## config.mk

```make
export PLATFORM = sky130hd
export DESIGN_NAME = afc_fifo
export DESIGN_NICKNAME = d
export VERILOG_FILES = /design/src/rtl/core/afc_fifo.sv
export SDC_FILE = /design/constraint.sdc
export NUM_CORES = 1
export LEC_CHECK = 0
export BUFFER_PORTS_ARGS = -buffer_cell sky130_fd_sc_hd__buf_4
export CAP_MARGIN = 20
export CORE_UTILIZATION = 40
export DETAILED_ROUTE_END_ITERATION = 8
export HOLD_SLACK_MARGIN = 0.12
export PLACE_DENSITY_LB_ADDON = 0.08
export SLEW_MARGIN = 15
export SYNTH_ARGS = -nofsm -noshare
export SYNTH_HDL_FRONTEND = slang
export SYNTH_SLANG_ARGS = --single-unit
```

## constraint.sdc

```tcl
create_clock -name clk -period 3.3 [get_ports clk]
set_clock_uncertainty 0.1 [all_clocks]
set_input_delay 0.99 -clock clk [delete_from_list [all_inputs] [get_ports clk]]
set_output_delay 0.99 -clock clk [all_outputs]
set_load 0.05 [all_outputs]
```

## src/rtl/core/afc_fifo.sv

```systemverilog
// Small first-word-fall-through queue of register entries.
// Depends on nothing; used between front and back and on the result side.
`default_nettype none

module afc_fifo #(
  parameter int WIDTH = 8,
  parameter int DEPTH = 4
) (
  input  wire logic                       clk,
  input  wire logic                       rst_n,
  input  wire logic                       wr_en,
  input  wire logic [WIDTH-1:0]           wr_data,
  output logic                            full,
  input  wire logic                       rd_en,
  output logic [WIDTH-1:0]                rd_data,
  output logic                            empty,
  output logic [$clog2(DEPTH+1)-1:0]      count
);

  localparam int PTR_W = $clog2(DEPTH);
  localparam int CNT_W = $clog2(DEPTH+1);

  logic [WIDTH-1:0] mem_r [DEPTH];
  logic [PTR_W-1:0] wptr_r, rptr_r;
  logic [CNT_W-1:0] count_r;
  logic             do_wr, do_rd;

  assign full    = (count_r == CNT_W'(DEPTH));
  assign empty   = (count_r == '0);
  assign count   = count_r;
  assign rd_data = mem_r[rptr_r];
  assign do_wr   = wr_en && !full;
  assign do_rd   = rd_en && !empty;

  always_ff @(posedge clk) begin
    if (!rst_n) begin
      wptr_r  <= '0;
      rptr_r  <= '0;
      count_r <= '0;
    end else begin
      if (do_wr) begin
        wptr_r <= wptr_r + PTR_W'(1);
      end
      if (do_rd) begin
        rptr_r <= rptr_r + PTR_W'(1);
      end
      if (do_wr && !do_rd) begin
        count_r <= count_r + CNT_W'(1);
      end else if (do_rd && !do_wr) begin
        count_r <= count_r - CNT_W'(1);
      end
    end
  end

  always_ff @(posedge clk) begin
    if (do_wr) begin
      mem_r[wptr_r] <= wr_data;
    end
  end

endmodule

`default_nettype wire

```

Word level (Yosys, flattened, before mapping)
Memory sizes are Yosys's and may differ from the RTL's. A register that Yosys moved wholly into a read port is not among the register bits.
Index checks and enable logic that the tools add are counted.
W data, S select, Z words.
{"block": "word_totals", "output_inout_bits": 13, "n_memories": 1, "reg_bits": 7, "ramBits": 32, "input_bits": 12, "wordCells": 25}
{"block": "classes", "reduce_logical": 10, "addsub": 4, "eq_ne": 1, "mux": 6}
{"memory": "mem_r", "words": 4, "word_bits": 8, "rd": 1, "rd_clocked_by_memory_dff": 1, "wr": 1, "line": "23", "text": "logic [WIDTH-1:0] mem_r [DEPTH];"}
{"op": "$mux W3", "n": 2}
{"op": "$add A2 B1 Y2 const B", "n": 2}
{"op": "$logic_and A1 B1 Y1", "n": 4}
{"op": "$logic_not A1 Y1", "n": 4}
{"op": "$mux W2", "n": 2}
{"op": "$add A3 B1 Y3 const B", "n": 1}
{"op": "$eq A3 B3 Y1 const B", "n": 1}
{"op": "$logic_not A3 Y1", "n": 1}
{"op": "$sub A3 B1 Y3 const B", "n": 1}
{"op": "$mux W1", "n": 2}
{"op": "$reduce_bool A2 Y1", "n": 1}

Depth between registers and ports, before layout
{"block": "depth", "ltp_word": 7, "depth_mapped": 9, "mapped_depth_nobuf": 8}

Least setup slack after synthesis
OpenSTA, ideal clock, no wires.
{"block": "synth_path", "kind": "register to register", "startpoint": "register count_r[2], in the netlist count[2]", "endpoint": "register count_r[2], in the netlist count[2]", "t_arrival_ns": 2.701, "path_slack_ns": 0.429, "period_less_slack_ns": 2.871, "setup_time_ns": 0.070, "required_ns": 3.130, "stages_incl_launch_ff": 10, "n_path_buf": 1, "cell_sequence": "dfxtp_1 -> nor3b_2 -> nor2b_1 -> buf_6 -> ha_1 -> inv_1 -> fa_1 -> xor2_1 -> or3_1 -> a21boi_1"}
{"block": "synth_via", "elab_chain_len": 6, "elab_cells_between_ends": 15, "classes_between": "add/sub: 2; eq/ne: 1; mux: 2; reduce/logical: 10"}
{"element": "from (decl)", "line": "25", "text": "logic [CNT_W-1:0] count_r;"}
{"element": "from (signal assigned)", "line": "48", "text": "count_r <= count_r + CNT_W'(1);"}
{"element": "from (signal assigned)", "line": "50", "text": "count_r <= count_r - CNT_W'(1);"}
{"element": "$eq A3 B3 Y1 (*)", "line": "28", "text": "assign full = (count_r == CNT_W'(DEPTH));"}
{"element": "net full", "line": "13", "text": "output logic full,"}
{"element": "$logic_not A1 Y1 (*)", "line": "32", "text": "assign do_wr = wr_en && !full;"}
{"element": "$logic_and A1 B1 Y1 (*)", "line": "32"}
{"element": "net do_wr", "line": "26", "text": "logic do_wr, do_rd;"}
{"element": "$logic_not A1 Y1", "line": "49", "text": "end else if (do_rd && !do_wr) begin"}
{"element": "$logic_and A1 B1 Y1", "line": "49"}
{"element": "$reduce_bool A2 Y1 (no line)"}
The timed path passes the listed nets; every way through them passes the cells marked *. The select of a mux whose other input is x is not followed.
A chain may end at the register's enable or synchronous reset.

==> flow_summary.toml <==
[run_status]
status = "completed"

[clocking]
worstSkewPairLatency_ns = 0.29
ctsHoldBuffers = 0
cts-root-buf = "sky130_fd_sc_hd__clkbuf_8"
clock_tree_from_tritoncts = "done"
clkTransAtPathRegs_ns = 0.07
tritoncts_num_sinks = 41
cts.repair_timing.setup_buffer_count = 0
clk_path_buf_depth = 2
cts_made_buffers = 5
cts_repair_resize_count = 0
cts_htree_levels = 2

[synth]
synth_top_area_share = 0.5863
synth_sequential_area_ratio = 0.6962
synth-edff-count = 32
async_reset_ff_frac = 0
netlist_top_cells_area = "sky130_fd_sc_hd__edfxtp_1, sky130_fd_sc_hd__dfxtp_1, sky130_fd_sc_hd__mux4_2"
syn_area_cell_um2 = 18.21
synth_most_common_cell = "sky130_fd_sc_hd__edfxtp_1"
post_synth_most_frequent_cells = "sky130_fd_sc_hd__edfxtp_1, sky130_fd_sc_hd__dfxtp_1, sky130_fd_sc_hd__and2_1, sky130_fd_sc_hd__mux4_2, sky130_fd_sc_hd__ha_1"
postSynthNetCount = 108
synth_ff_type = "sky130_fd_sc_hd__edfxtp_1"
post_synthesis_sequential_element_count = 41
post_synth_cell_types = 23
netlist_area_um2 = 1639
ys.warnings.count = 0
syn_inst = 90
synth.largest_area_cell = "sky130_fd_sc_hd__edfxtp_1"

[final_layout]
layout.core_utilization = 0.5119
syn_to_final_growth_pct = 18.63
fin_area_um2 = 1944
insertedDiodeCount = 0
final_layout_size_suffix_gt1_frac = 0.3445
final_nets = 136

[route]
detail_route.first_pass.iterations = 4
post_route_ant_nets = 0
drt_iter0_drc = 40
wl_per_cell_um = 15.04
drcViolationCount = 0
count_of_vias_placed_by_the_detailed_router = 827
vias_per_cell = 4.952
drt_wl_total_um = 2511

[flow_run]
max-cap-violations = 0

[floorplan]
initial_core_utilization = 0.4315
die_area_um2 = 4358
boundaryPins = 25
placeableCoreArea_um2 = 3799
die_h_um = 66.02
die-width_um = 66.02
rows = 22

[timing]
maxSlewHeadroom = 0.6400
max_freq_mhz = 351.7
tns_ns = 0
worst_slew_pin_slew_ns = 0.5392
endpoints_failing_hold = 0
min_period_over_period = 0.8616
setup-violations-final = 0
finalCriticalPeriod_ns = 2.843
grt_setup_unrepaired = "no"
report.final.slew_viol_count = 0

[setup_path]
worstPathArrival_ns = 1.75
cp_max_fo = 8
critPathRequiredTime_ns = 2.21
crit_type = "reg -> out"
timing.critical_path.from_type = "flop"
crit_path_cells = "mux4_2, buf_4"
reg_to_reg_slack_setup_ns = 1.04
cpMaxStageDelayCell = "sky130_fd_sc_hd__dfxtp_1"
timing.critical_path.to_type = "output port"
slowest_delay_ns = 0.66

[power_and_ir_drop]
p_switching_w = 0.0006135
leakagePower_nw = 0.7066
power.ir.vdd_worst_v = 0.0003658
internal_cell_power_w = 0.001022
pwr-share-seq = 0.437
switching_share = 0.3752
pwr-share-clk = 0.183
cellPowerDensity_nw_per_um2 = 841.0
power.combinational.fraction = 0.379

[hold_path]
timing.hold.worst.class = "reg -> reg"

[global_route]
antenna_found_initial = 0
largest_net_degree_at_the_start_of_global_routing = 13
wire_length_of_the_first_global_routing_pass_um = 4222
grt_overflow = 0
grt_usage = 0.1400
vias_in_the_first_global_route = 884

[place]
finalWeightedCongestion = 0.6408
dpl_cell_area_um2 = 1863
io_buffer_count = 24
place.detailed.hpwl_um = 1773
area by class of cell:
type,count,area (um2)
fillers,342,1854
flip-flops and latches,41,1141
multi-input cells,42,462.9
repair buffers,25,187.7
clock buffers,5,68.82
well taps,48,60.06
clock inverters,3,12.51
inverters,3,11.26
sequential cells by signal, indices dropped and copies added, names as in the netlist, named ones only:
signal  cells
mem_r      32
count       3
rptr_r      2
wptr_r      2
path summary, 6_finish.rpt:
kind              depth (start not counted)                   start                     end
hold / removal                            2  wptr_r[1]$_SDFFE_PN0P_  wptr_r[1]$_SDFFE_PN0P_
hold reg to reg                           2  wptr_r[1]$_SDFFE_PN0P_  wptr_r[1]$_SDFFE_PN0P_
setup reg to reg                          9   count[0]$_SDFFE_PN0P_   count[2]$_SDFFE_PN0P_
setup / recovery                          2                    flop              rd_data[3]
cells by family after synthesis:
logic type                 after synthesis  synth area share
AOI/OAI and AO/OA                        4           0.02061
xor gates and xnor gates                 4           0.02138
muxes                                   11            0.1282
buffers and inverters                    7           0.02137
DFF                                     41            0.6962
and+or+nand+nor                         17           0.06183
adders and majority gates                6           0.05038
worst max-delay path, delay by kind of cell (launching register included):
kind | cells | cell delay [ns]
DFF | 1 | 0.66
buffers and inverters | 1 | 0.21
muxes | 1 | 0.59
placed cells by master, fill, tap and decap left out, types with 2 or more instances in the layout:
cell type / n
sky130_fd_sc_hd__and2_1: 8
sky130_fd_sc_hd__dfxtp_1: 9
sky130_fd_sc_hd__clkbuf_8: 5
sky130_fd_sc_hd__ha_1: 5
sky130_fd_sc_hd__clkinv_1: 2
sky130_fd_sc_hd__xnor2_1: 3
sky130_fd_sc_hd__inv_1: 3
sky130_fd_sc_hd__nor2b_1: 2
sky130_fd_sc_hd__nand2_1: 4
sky130_fd_sc_hd__mux4_2: 8
sky130_fd_sc_hd__mux2i_1: 3
sky130_fd_sc_hd__buf_4: 25
sky130_fd_sc_hd__edfxtp_1: 32
per-layer routing:
layer	wire length (um)	up-vias	GRT usage
met4	29	0	0.05585
met2	1277	22	0.2360
met5	0	-	0
met3	133	4	0.04828
li1	-	391	-
met1	1071	410	0.1627
power by group through the flow:
stage | clock, W | sequential [W] | combinational, W
3_3_place_gp | 0 | 0.000729 | 0.000620
6_report | 0.000300 | 0.000715 | 0.000620
2_1_floorplan | 0 | 0.000725 | 0.000462
3_5_place_dp | 0 | 0.000733 | 0.000627
4_1_cts | 0.000307 | 0.000722 | 0.000627
5_1_grt | 0.000333 | 0.000735 | 0.000662
through the flow:
stage               std cells  total power [W]  setup slack [ns]  hold slack, ns
floorplan                  90         0.001188            0.4288          0.3677
global placement          159         0.001349            0.6328          0.3995
detailed placement        159         0.001360            0.5682          0.3956
CTS                       167         0.001656            0.3625          0.4056
global route              167         0.001729            0.3130          0.4464
finish                    167         0.001635            0.4566          0.3987
Note: power is estimated with default switching activity, not from simulation.
