[src/rtl/core/afc_pkg.sv]
// Package for the box frustum culler: word types, queue depths and codes.
// No dependencies; every other file of the block but afc_fifo imports it.
`default_nettype none

package afc_pkg;

  localparam logic REQ_LOAD = 1'b0;
  localparam logic REQ_TEST = 1'b1;

  localparam int COORD_W = 24;
  localparam int NORM_W  = 16;
  localparam int PIDX_W  = 3;
  localparam int IDX_W   = 16;
  localparam int THR_W   = 48;
  localparam int HALF_W  = COORD_W + 1;

  localparam logic signed [THR_W-1:0] THR_RESET = 48'sd8;

  localparam int MID_DEPTH = 4;
  localparam int OUT_DEPTH = 8;

  typedef struct packed {
    logic                      req_type;
    logic [PIDX_W-1:0]         plane_index;
    logic signed [NORM_W-1:0]  normal_x;
    logic signed [NORM_W-1:0]  normal_y;
    logic signed [NORM_W-1:0]  normal_z;
    logic signed [COORD_W-1:0] plane_offset;
    logic signed [COORD_W-1:0] min_x;
    logic signed [COORD_W-1:0] min_y;
    logic signed [COORD_W-1:0] min_z;
    logic signed [COORD_W-1:0] max_x;
    logic signed [COORD_W-1:0] max_y;
    logic signed [COORD_W-1:0] max_z;
  } in_t;

  typedef struct packed {
    logic             visible;
    logic [IDX_W-1:0] box_index;
  } out_t;

  // front -> back word: a plane load or a box to be tested (doubled center/extent)
  typedef struct packed {
    logic                      is_load;
    logic [PIDX_W-1:0]         plane_index;
    logic signed [NORM_W-1:0]  normal_x;
    logic signed [NORM_W-1:0]  normal_y;
    logic signed [NORM_W-1:0]  normal_z;
    logic signed [COORD_W-1:0] plane_offset;
    logic signed [HALF_W-1:0]  sum_x;
    logic signed [HALF_W-1:0]  sum_y;
    logic signed [HALF_W-1:0]  sum_z;
    logic signed [HALF_W-1:0]  ext_x;
    logic signed [HALF_W-1:0]  ext_y;
    logic signed [HALF_W-1:0]  ext_z;
    logic [IDX_W-1:0]          box_index;
  } mid_t;

endpackage

`default_nettype wire

[src/rtl/core/afc_front.sv]
// Front end: accepts words, drops out-of-range loads, numbers boxes and
// forms doubled center and extent. Depends on afc_pkg.
`default_nettype none

module afc_front
  import afc_pkg::*;
#(
  parameter int NUM_PLANES = 6
) (
  input  wire logic clk,
  input  wire logic rst_n,
  input  wire logic in_push,
  input  wire in_t  in_data,
  output logic      in_full,
  output logic      mid_wr,
  output mid_t      mid_data,
  input  wire logic mid_full
);

  logic [IDX_W-1:0] box_cnt_r, box_cnt_nxt;
  logic             accept, is_load, idx_ok;

  assign in_full = mid_full;
  assign accept  = in_push && !mid_full;
  assign is_load = (in_data.req_type == REQ_LOAD);
  assign idx_ok  = ({1'b0, in_data.plane_index} < (PIDX_W+1)'(NUM_PLANES));
  assign mid_wr  = accept && (!is_load || idx_ok);

  always_comb begin
    mid_data.is_load      = is_load;
    mid_data.plane_index  = in_data.plane_index;
    mid_data.normal_x     = in_data.normal_x;
    mid_data.normal_y     = in_data.normal_y;
    mid_data.normal_z     = in_data.normal_z;
    mid_data.plane_offset = in_data.plane_offset;
    mid_data.sum_x = HALF_W'(in_data.max_x) + HALF_W'(in_data.min_x);
    mid_data.sum_y = HALF_W'(in_data.max_y) + HALF_W'(in_data.min_y);
    mid_data.sum_z = HALF_W'(in_data.max_z) + HALF_W'(in_data.min_z);
    mid_data.ext_x = HALF_W'(in_data.max_x) - HALF_W'(in_data.min_x);
    mid_data.ext_y = HALF_W'(in_data.max_y) - HALF_W'(in_data.min_y);
    mid_data.ext_z = HALF_W'(in_data.max_z) - HALF_W'(in_data.min_z);
    mid_data.box_index    = box_cnt_r;
  end

  always_comb begin
    box_cnt_nxt = box_cnt_r;
    if (accept) begin
      if (!is_load) begin
        box_cnt_nxt = box_cnt_r + IDX_W'(1);
      end else if (idx_ok) begin
        box_cnt_nxt = '0;
      end
    end
  end

  always_ff @(posedge clk) begin
    if (!rst_n) begin
      box_cnt_r <= '0;
    end else begin
      box_cnt_r <= box_cnt_nxt;
    end
  end

endmodule

`default_nettype wire

[config.mk]
export PLATFORM = sky130hd
export DESIGN_NAME = afc_front
export DESIGN_NICKNAME = d
export VERILOG_FILES = /design/src/rtl/core/afc_pkg.sv /design/src/rtl/core/afc_front.sv
export SDC_FILE = /design/constraint.sdc
export NUM_CORES = 1
export LEC_CHECK = 0
export BUFFER_PORTS_ARGS = -buffer_cell sky130_fd_sc_hd__buf_2
export CORE_AREA = 2 2 181 183
export DETAILED_ROUTE_END_ITERATION = 10
export DIE_AREA = 0 0 183 185
export GPL_TIMING_DRIVEN = 1
export PLACE_DENSITY = 0.53
export SLEW_MARGIN = 20
export SYNTH_ARGS = -nofsm -noshare
export SYNTH_HDL_FRONTEND = slang
export SYNTH_SLANG_ARGS = --single-unit
[constraint.sdc]
create_clock -name clk -period 3.9 [get_ports clk]
set_clock_uncertainty 0.15 [all_clocks]
set_input_delay 0.39 -clock clk [delete_from_list [all_inputs] [get_ports clk]]
set_output_delay 0.39 -clock clk [all_outputs]
set_load 0.02 [all_outputs]
* Word level (Yosys, flattened, before mapping)
Index checks and enable logic that the tools add are counted.
Storage, ports and cells: bits in registers 16, output and inout bits 244, RAM bits 0, bits in latches 0, ROM bits 0, input port bits 224, memories kept 0
Cells by class: bitwise logic cells 1, reductions and logical operators 6, $add $sub $neg 7, muxes and demuxes 2, shifts and indexed selects 0, multipliers 0, equal/unequal tests 0, magnitude comparators 1, divide/modulo/power cells 0
Operators with widths (number):
- $add 24x24->25 | 3
- $sub 24x24->25 | 3
- $mux 16 | 2
- $add 16x1->16 const B | 1
- $lt 3x3->1 const B | 1
- $logic_and 1x1->1 | 2
- $reduce_and 2->1 | 1
- $reduce_bool 2->1 | 1
- $logic_not 1->1 | 1
- $logic_or 1x1->1 | 1
- $not 1->1 | 1

* Depth between registers and ports, before layout
depth after elaboration 3, gate-level depth with buffers 11

* Least setup slack after synthesis
OpenSTA, ideal clock, no wires.
path kind input to output, start point input in_data[81] (netlist name), end point output mid_data[113] (netlist name), data required time 3.360 ns, cell stages on the path 9, slack 0.357 ns, data arrival time 3.003 ns, buffers on the path 1, cells stage by stage inv_1 ha_1 clkbuf_1 or3_1 or3_1 a2111o_1 nand2_1 o21ai_0 o311ai_0
RTL lines:
- start, declared | RTL line afc_front.sv:13 | input wire in_t in_data,
- end, declared | RTL line afc_front.sv:16 | output mid_t mid_data,

==> impl_summary.txt <==
----------------------------------------------------
[Run status]
  Status ... finished, final reports clean

[Global route]
  Met2 layer usage reported by global route ... 0.275
  Pin count of the biggest net entering global routing ... 17
  Total gr overflow ... 0
  Initial antenna violation count ... 3
  Grt met1 use ... 0.199
  Global-route wire length before repair ... around 44000 um
  Overall global routing resource usage ... 0.154
  Most heavily used metal layer in global routing ... met2
  Number of global-route vias before repair ... ~9100
  GR Util met3 ... 0.0263

[Timing]
  Setup repair after global routing missed its margin ... false
  Peak Freq ... 273 MHz
  Count of final hold-check violations ... 0
  Time the final worst path needs with I/O delays and setup ... between 3 and 4 ns
  Total negative setup slack ... 0 ns
  Relative slew margins ... 0.564
  Setup Viol. Count Final ... 0
  Share of the clock period used by the worst path after layout ... 0.938
  Worst Tran Pin Value ... between 0.6 and 0.7 ns
  Worst Hold Margin ... approximately 0.22 ns
  Slew Viols, Final ... 0

[Floorplanning]
  Die Span X ... approximately 180 um
  Die area ... roughly 0.034 sq mm
  Floorplan row count ... 66
  Die Height ... 185 um
  I/O pin count ... 468
  Area of the core region ... 0.0320 sq mm
  Initial core utilization ... 0.277

[Synth]
  Top_reg_cell synth ... dfxtp_1
  Top cells by area, synth ... ha_1, xnor2_1, buf_4, a21oi_1, inv_1
  Post-synth top area share ... 0.205
  Distinct cells, synth ... a little under 80
  Number of warnings issued by yosys ... 0
  Largest area contributor in the netlist ... ha_1
  Cells after Synth ... 1299
  Synth Register Bits ... 16
  Mapped Area ... around 0.0089 sq mm
  Fraction of synthesis flops using an asynchronous set or reset pin ... 0
  Number of flops mapped to enable cells by yosys ... 0
  Synthesized area divided by synthesized cell count ... about 6.8 sq um
  Top-count cell post-synth ... inv_1
  Synth top cells by count ... inv_1, ha_1, nor2_1
  Sequential element share of the synthesized area ... 0.0361
  Post-synth net total ... 1674

[Critical path]
  Type of origin of the critical path ... input port
  Worst reg2reg setup slack ... 2.15 ns
  Family of cells with the greatest summed delay on the critical path ... simple AND/OR/NAND/NOR gates
  Worst Path Required ... 3.36 ns
  CP arrival ... approximately 3.1 ns
  Worst path buffer plus inverter count ... 2
  Critical Path Slowest Stage Cell ... or4_4
  Worst Setup Path Type ... input port to primary output
  Critical path cell sequence ... buf_2, ha_1, or4_4, nor3_4, nand2_2, nor3_2, nor3_2, o41ai_4, nor4_1, a311oi_1, buf_2
  Critical Path Fanout Max ... 5
  Slowest stage delay, CP ... approximately 0.57 ns
  Worst Setup End Kind ... primary output

[Drt]
  Drt via density ... 4.95
  Total wirelength of the detailed-routed design ... 28100 um
  Detailed-routing iteration count for the pre-antenna-repair pass ... 5
  ANT nets after route ... 0
  # DRC ... 0
  Vias after detailed routing ... 9513
  Post-DR wirelength/cell ... 14.6 um
  Detailed Route Iter0 Violations ... approximately 400

[Clock tree]
  Post-CTS setup buffer count ... 0
  Maximum level of the CTS H-tree ... 1
  Clock Tree Buf Depth ... 2
  Sink count of the clock tree ... 16
  Count of instances resized after the clock tree is built ... 0
  Number of buffers added to fix hold violations after cts ... 0
  Clock tree from TritonCTS ... built
  Clock insertion delay at the later pin of the skew report ... ~0.24 ns
  Clock root buffer master ... clkbuf_16
  Number of buffers inserted during clock tree synthesis ... 3
  Clock transition at path regs ... approximately 0.05 ns

[Finish]
  Top reg by flops ... box_cnt_r
  Post-layout net count ... approximately 1900
  Layout cell share with drive strength beyond 1 ... 0.249
  Design area ... ~0.010 sq mm
  Number of fillers in the final layout ... about 3600
  Final core area utilization ... 0.326
  Max FFs per register ... 16
  Area growth from synthesis to final layout ... 17.9%
  Biggest regs ... box_cnt_r: 16 flops

[Hold path]
  Tightest Hold Check Type ... input port to flop

[Power and ir drop]
  Max VDD drop ... approximately 220 uV
  Total power after layout ... 2570 uW
  Leakage power figure ... roughly 0.0053 uW
  Power density of the placed cells ... 246 mW/mm^2

[Place]
  Post-placement cell area ... around 0.010 sq mm
  Weighted congestion reported at the end of routability-driven placement ... around 0.89
  PortBufs ... ~320
  HPWL after detailed placement ... around 24000 um

[Flow run]
  Count of max-cap constraint violations ... 0

----------------------------------------------------
-- power breakdown --
group	internal, uW	switching, uW	leakage, uW	total [uW]
clock	156	63.5	0.0000442	219
combinational	817	1370	0.00512	2190
sequential	164	1.14	0.000129	166
-- stage by stage --
step | setup WS (ns) | cells
5_1_grt | 0.0763 | 1921
4_1_cts | 0.185 | 1921
2_1_floorplan | 0.357 | 1299
3_5_place_dp | 0.209 | 1917
3_3_place_gp | 0.203 | 1917
6_report | 0.244 | 1922
-- layer usage --
| metal | wire length [um] | share of wire |
|---|---|---|
| met4 | 344 | 0.012 |
| met1 | 12700 | 0.45 |
| met5 | 18 | 0.00064 |
| met3 | 1990 | 0.071 |
| met2 | 13100 | 0.47 |
-- cells by family after synthesis --
kind of cell,count (synthesis),synth area share
multiplexers,5,0.00593
adder cells (fa/ha/maj),151,0.218
AND/OR/NAND/NOR,390,0.217
flip-flops,16,0.0361
AO/OA/AOI/OAI,330,0.247
buffers and inverters,287,0.157
XOR/XNOR,120,0.119
-- area by class of cell --
cell class | count | area, sq um | share of cell area
Multi-Input combinational cell | 996 | 7160 | 0.686
Antenna cell | 1 | 2.50 | 0.000240
Timing Repair Buffer | 346 | 1790 | 0.172
Inverter | 151 | 567 | 0.0543
Sequential cell | 16 | 320 | 0.0307
Tap cell | 408 | 510 | 0.0489
Clock buffer | 4 | 88.8 | 0.00850
-- final timing paths --
path,startpoint,endpoint,cells past startpoint
setup / recovery,in_data[34],mid_data[139],11
hold / removal,rst_n,box_cnt_r[0]$_SDFFE_PN0P_,2
setup reg to reg,box_cnt_r[0]$_SDFFE_PN0P_,box_cnt_r[14]$_SDFFE_PN0P_,6
hold reg to reg,box_cnt_r[15]$_SDFFE_PN0P_,box_cnt_r[15]$_SDFFE_PN0P_,2
-- placed cells by master (no fill, tap or decap), drive strengths merged, types with 14 or more instances in the layout --
master,n
or3,14
nor3,41
nand2b,23
inv,150
xnor2,85
nor2,141
ha,145
a21o,23
o21bai,22
nor2b,19
a31oi,15
nand3,24
nand2,62
buf,346
a21oi,119
dfxtp,16
xor2,35
o21ai,42
No activity file was read; power rests on OpenSTA's default activity.
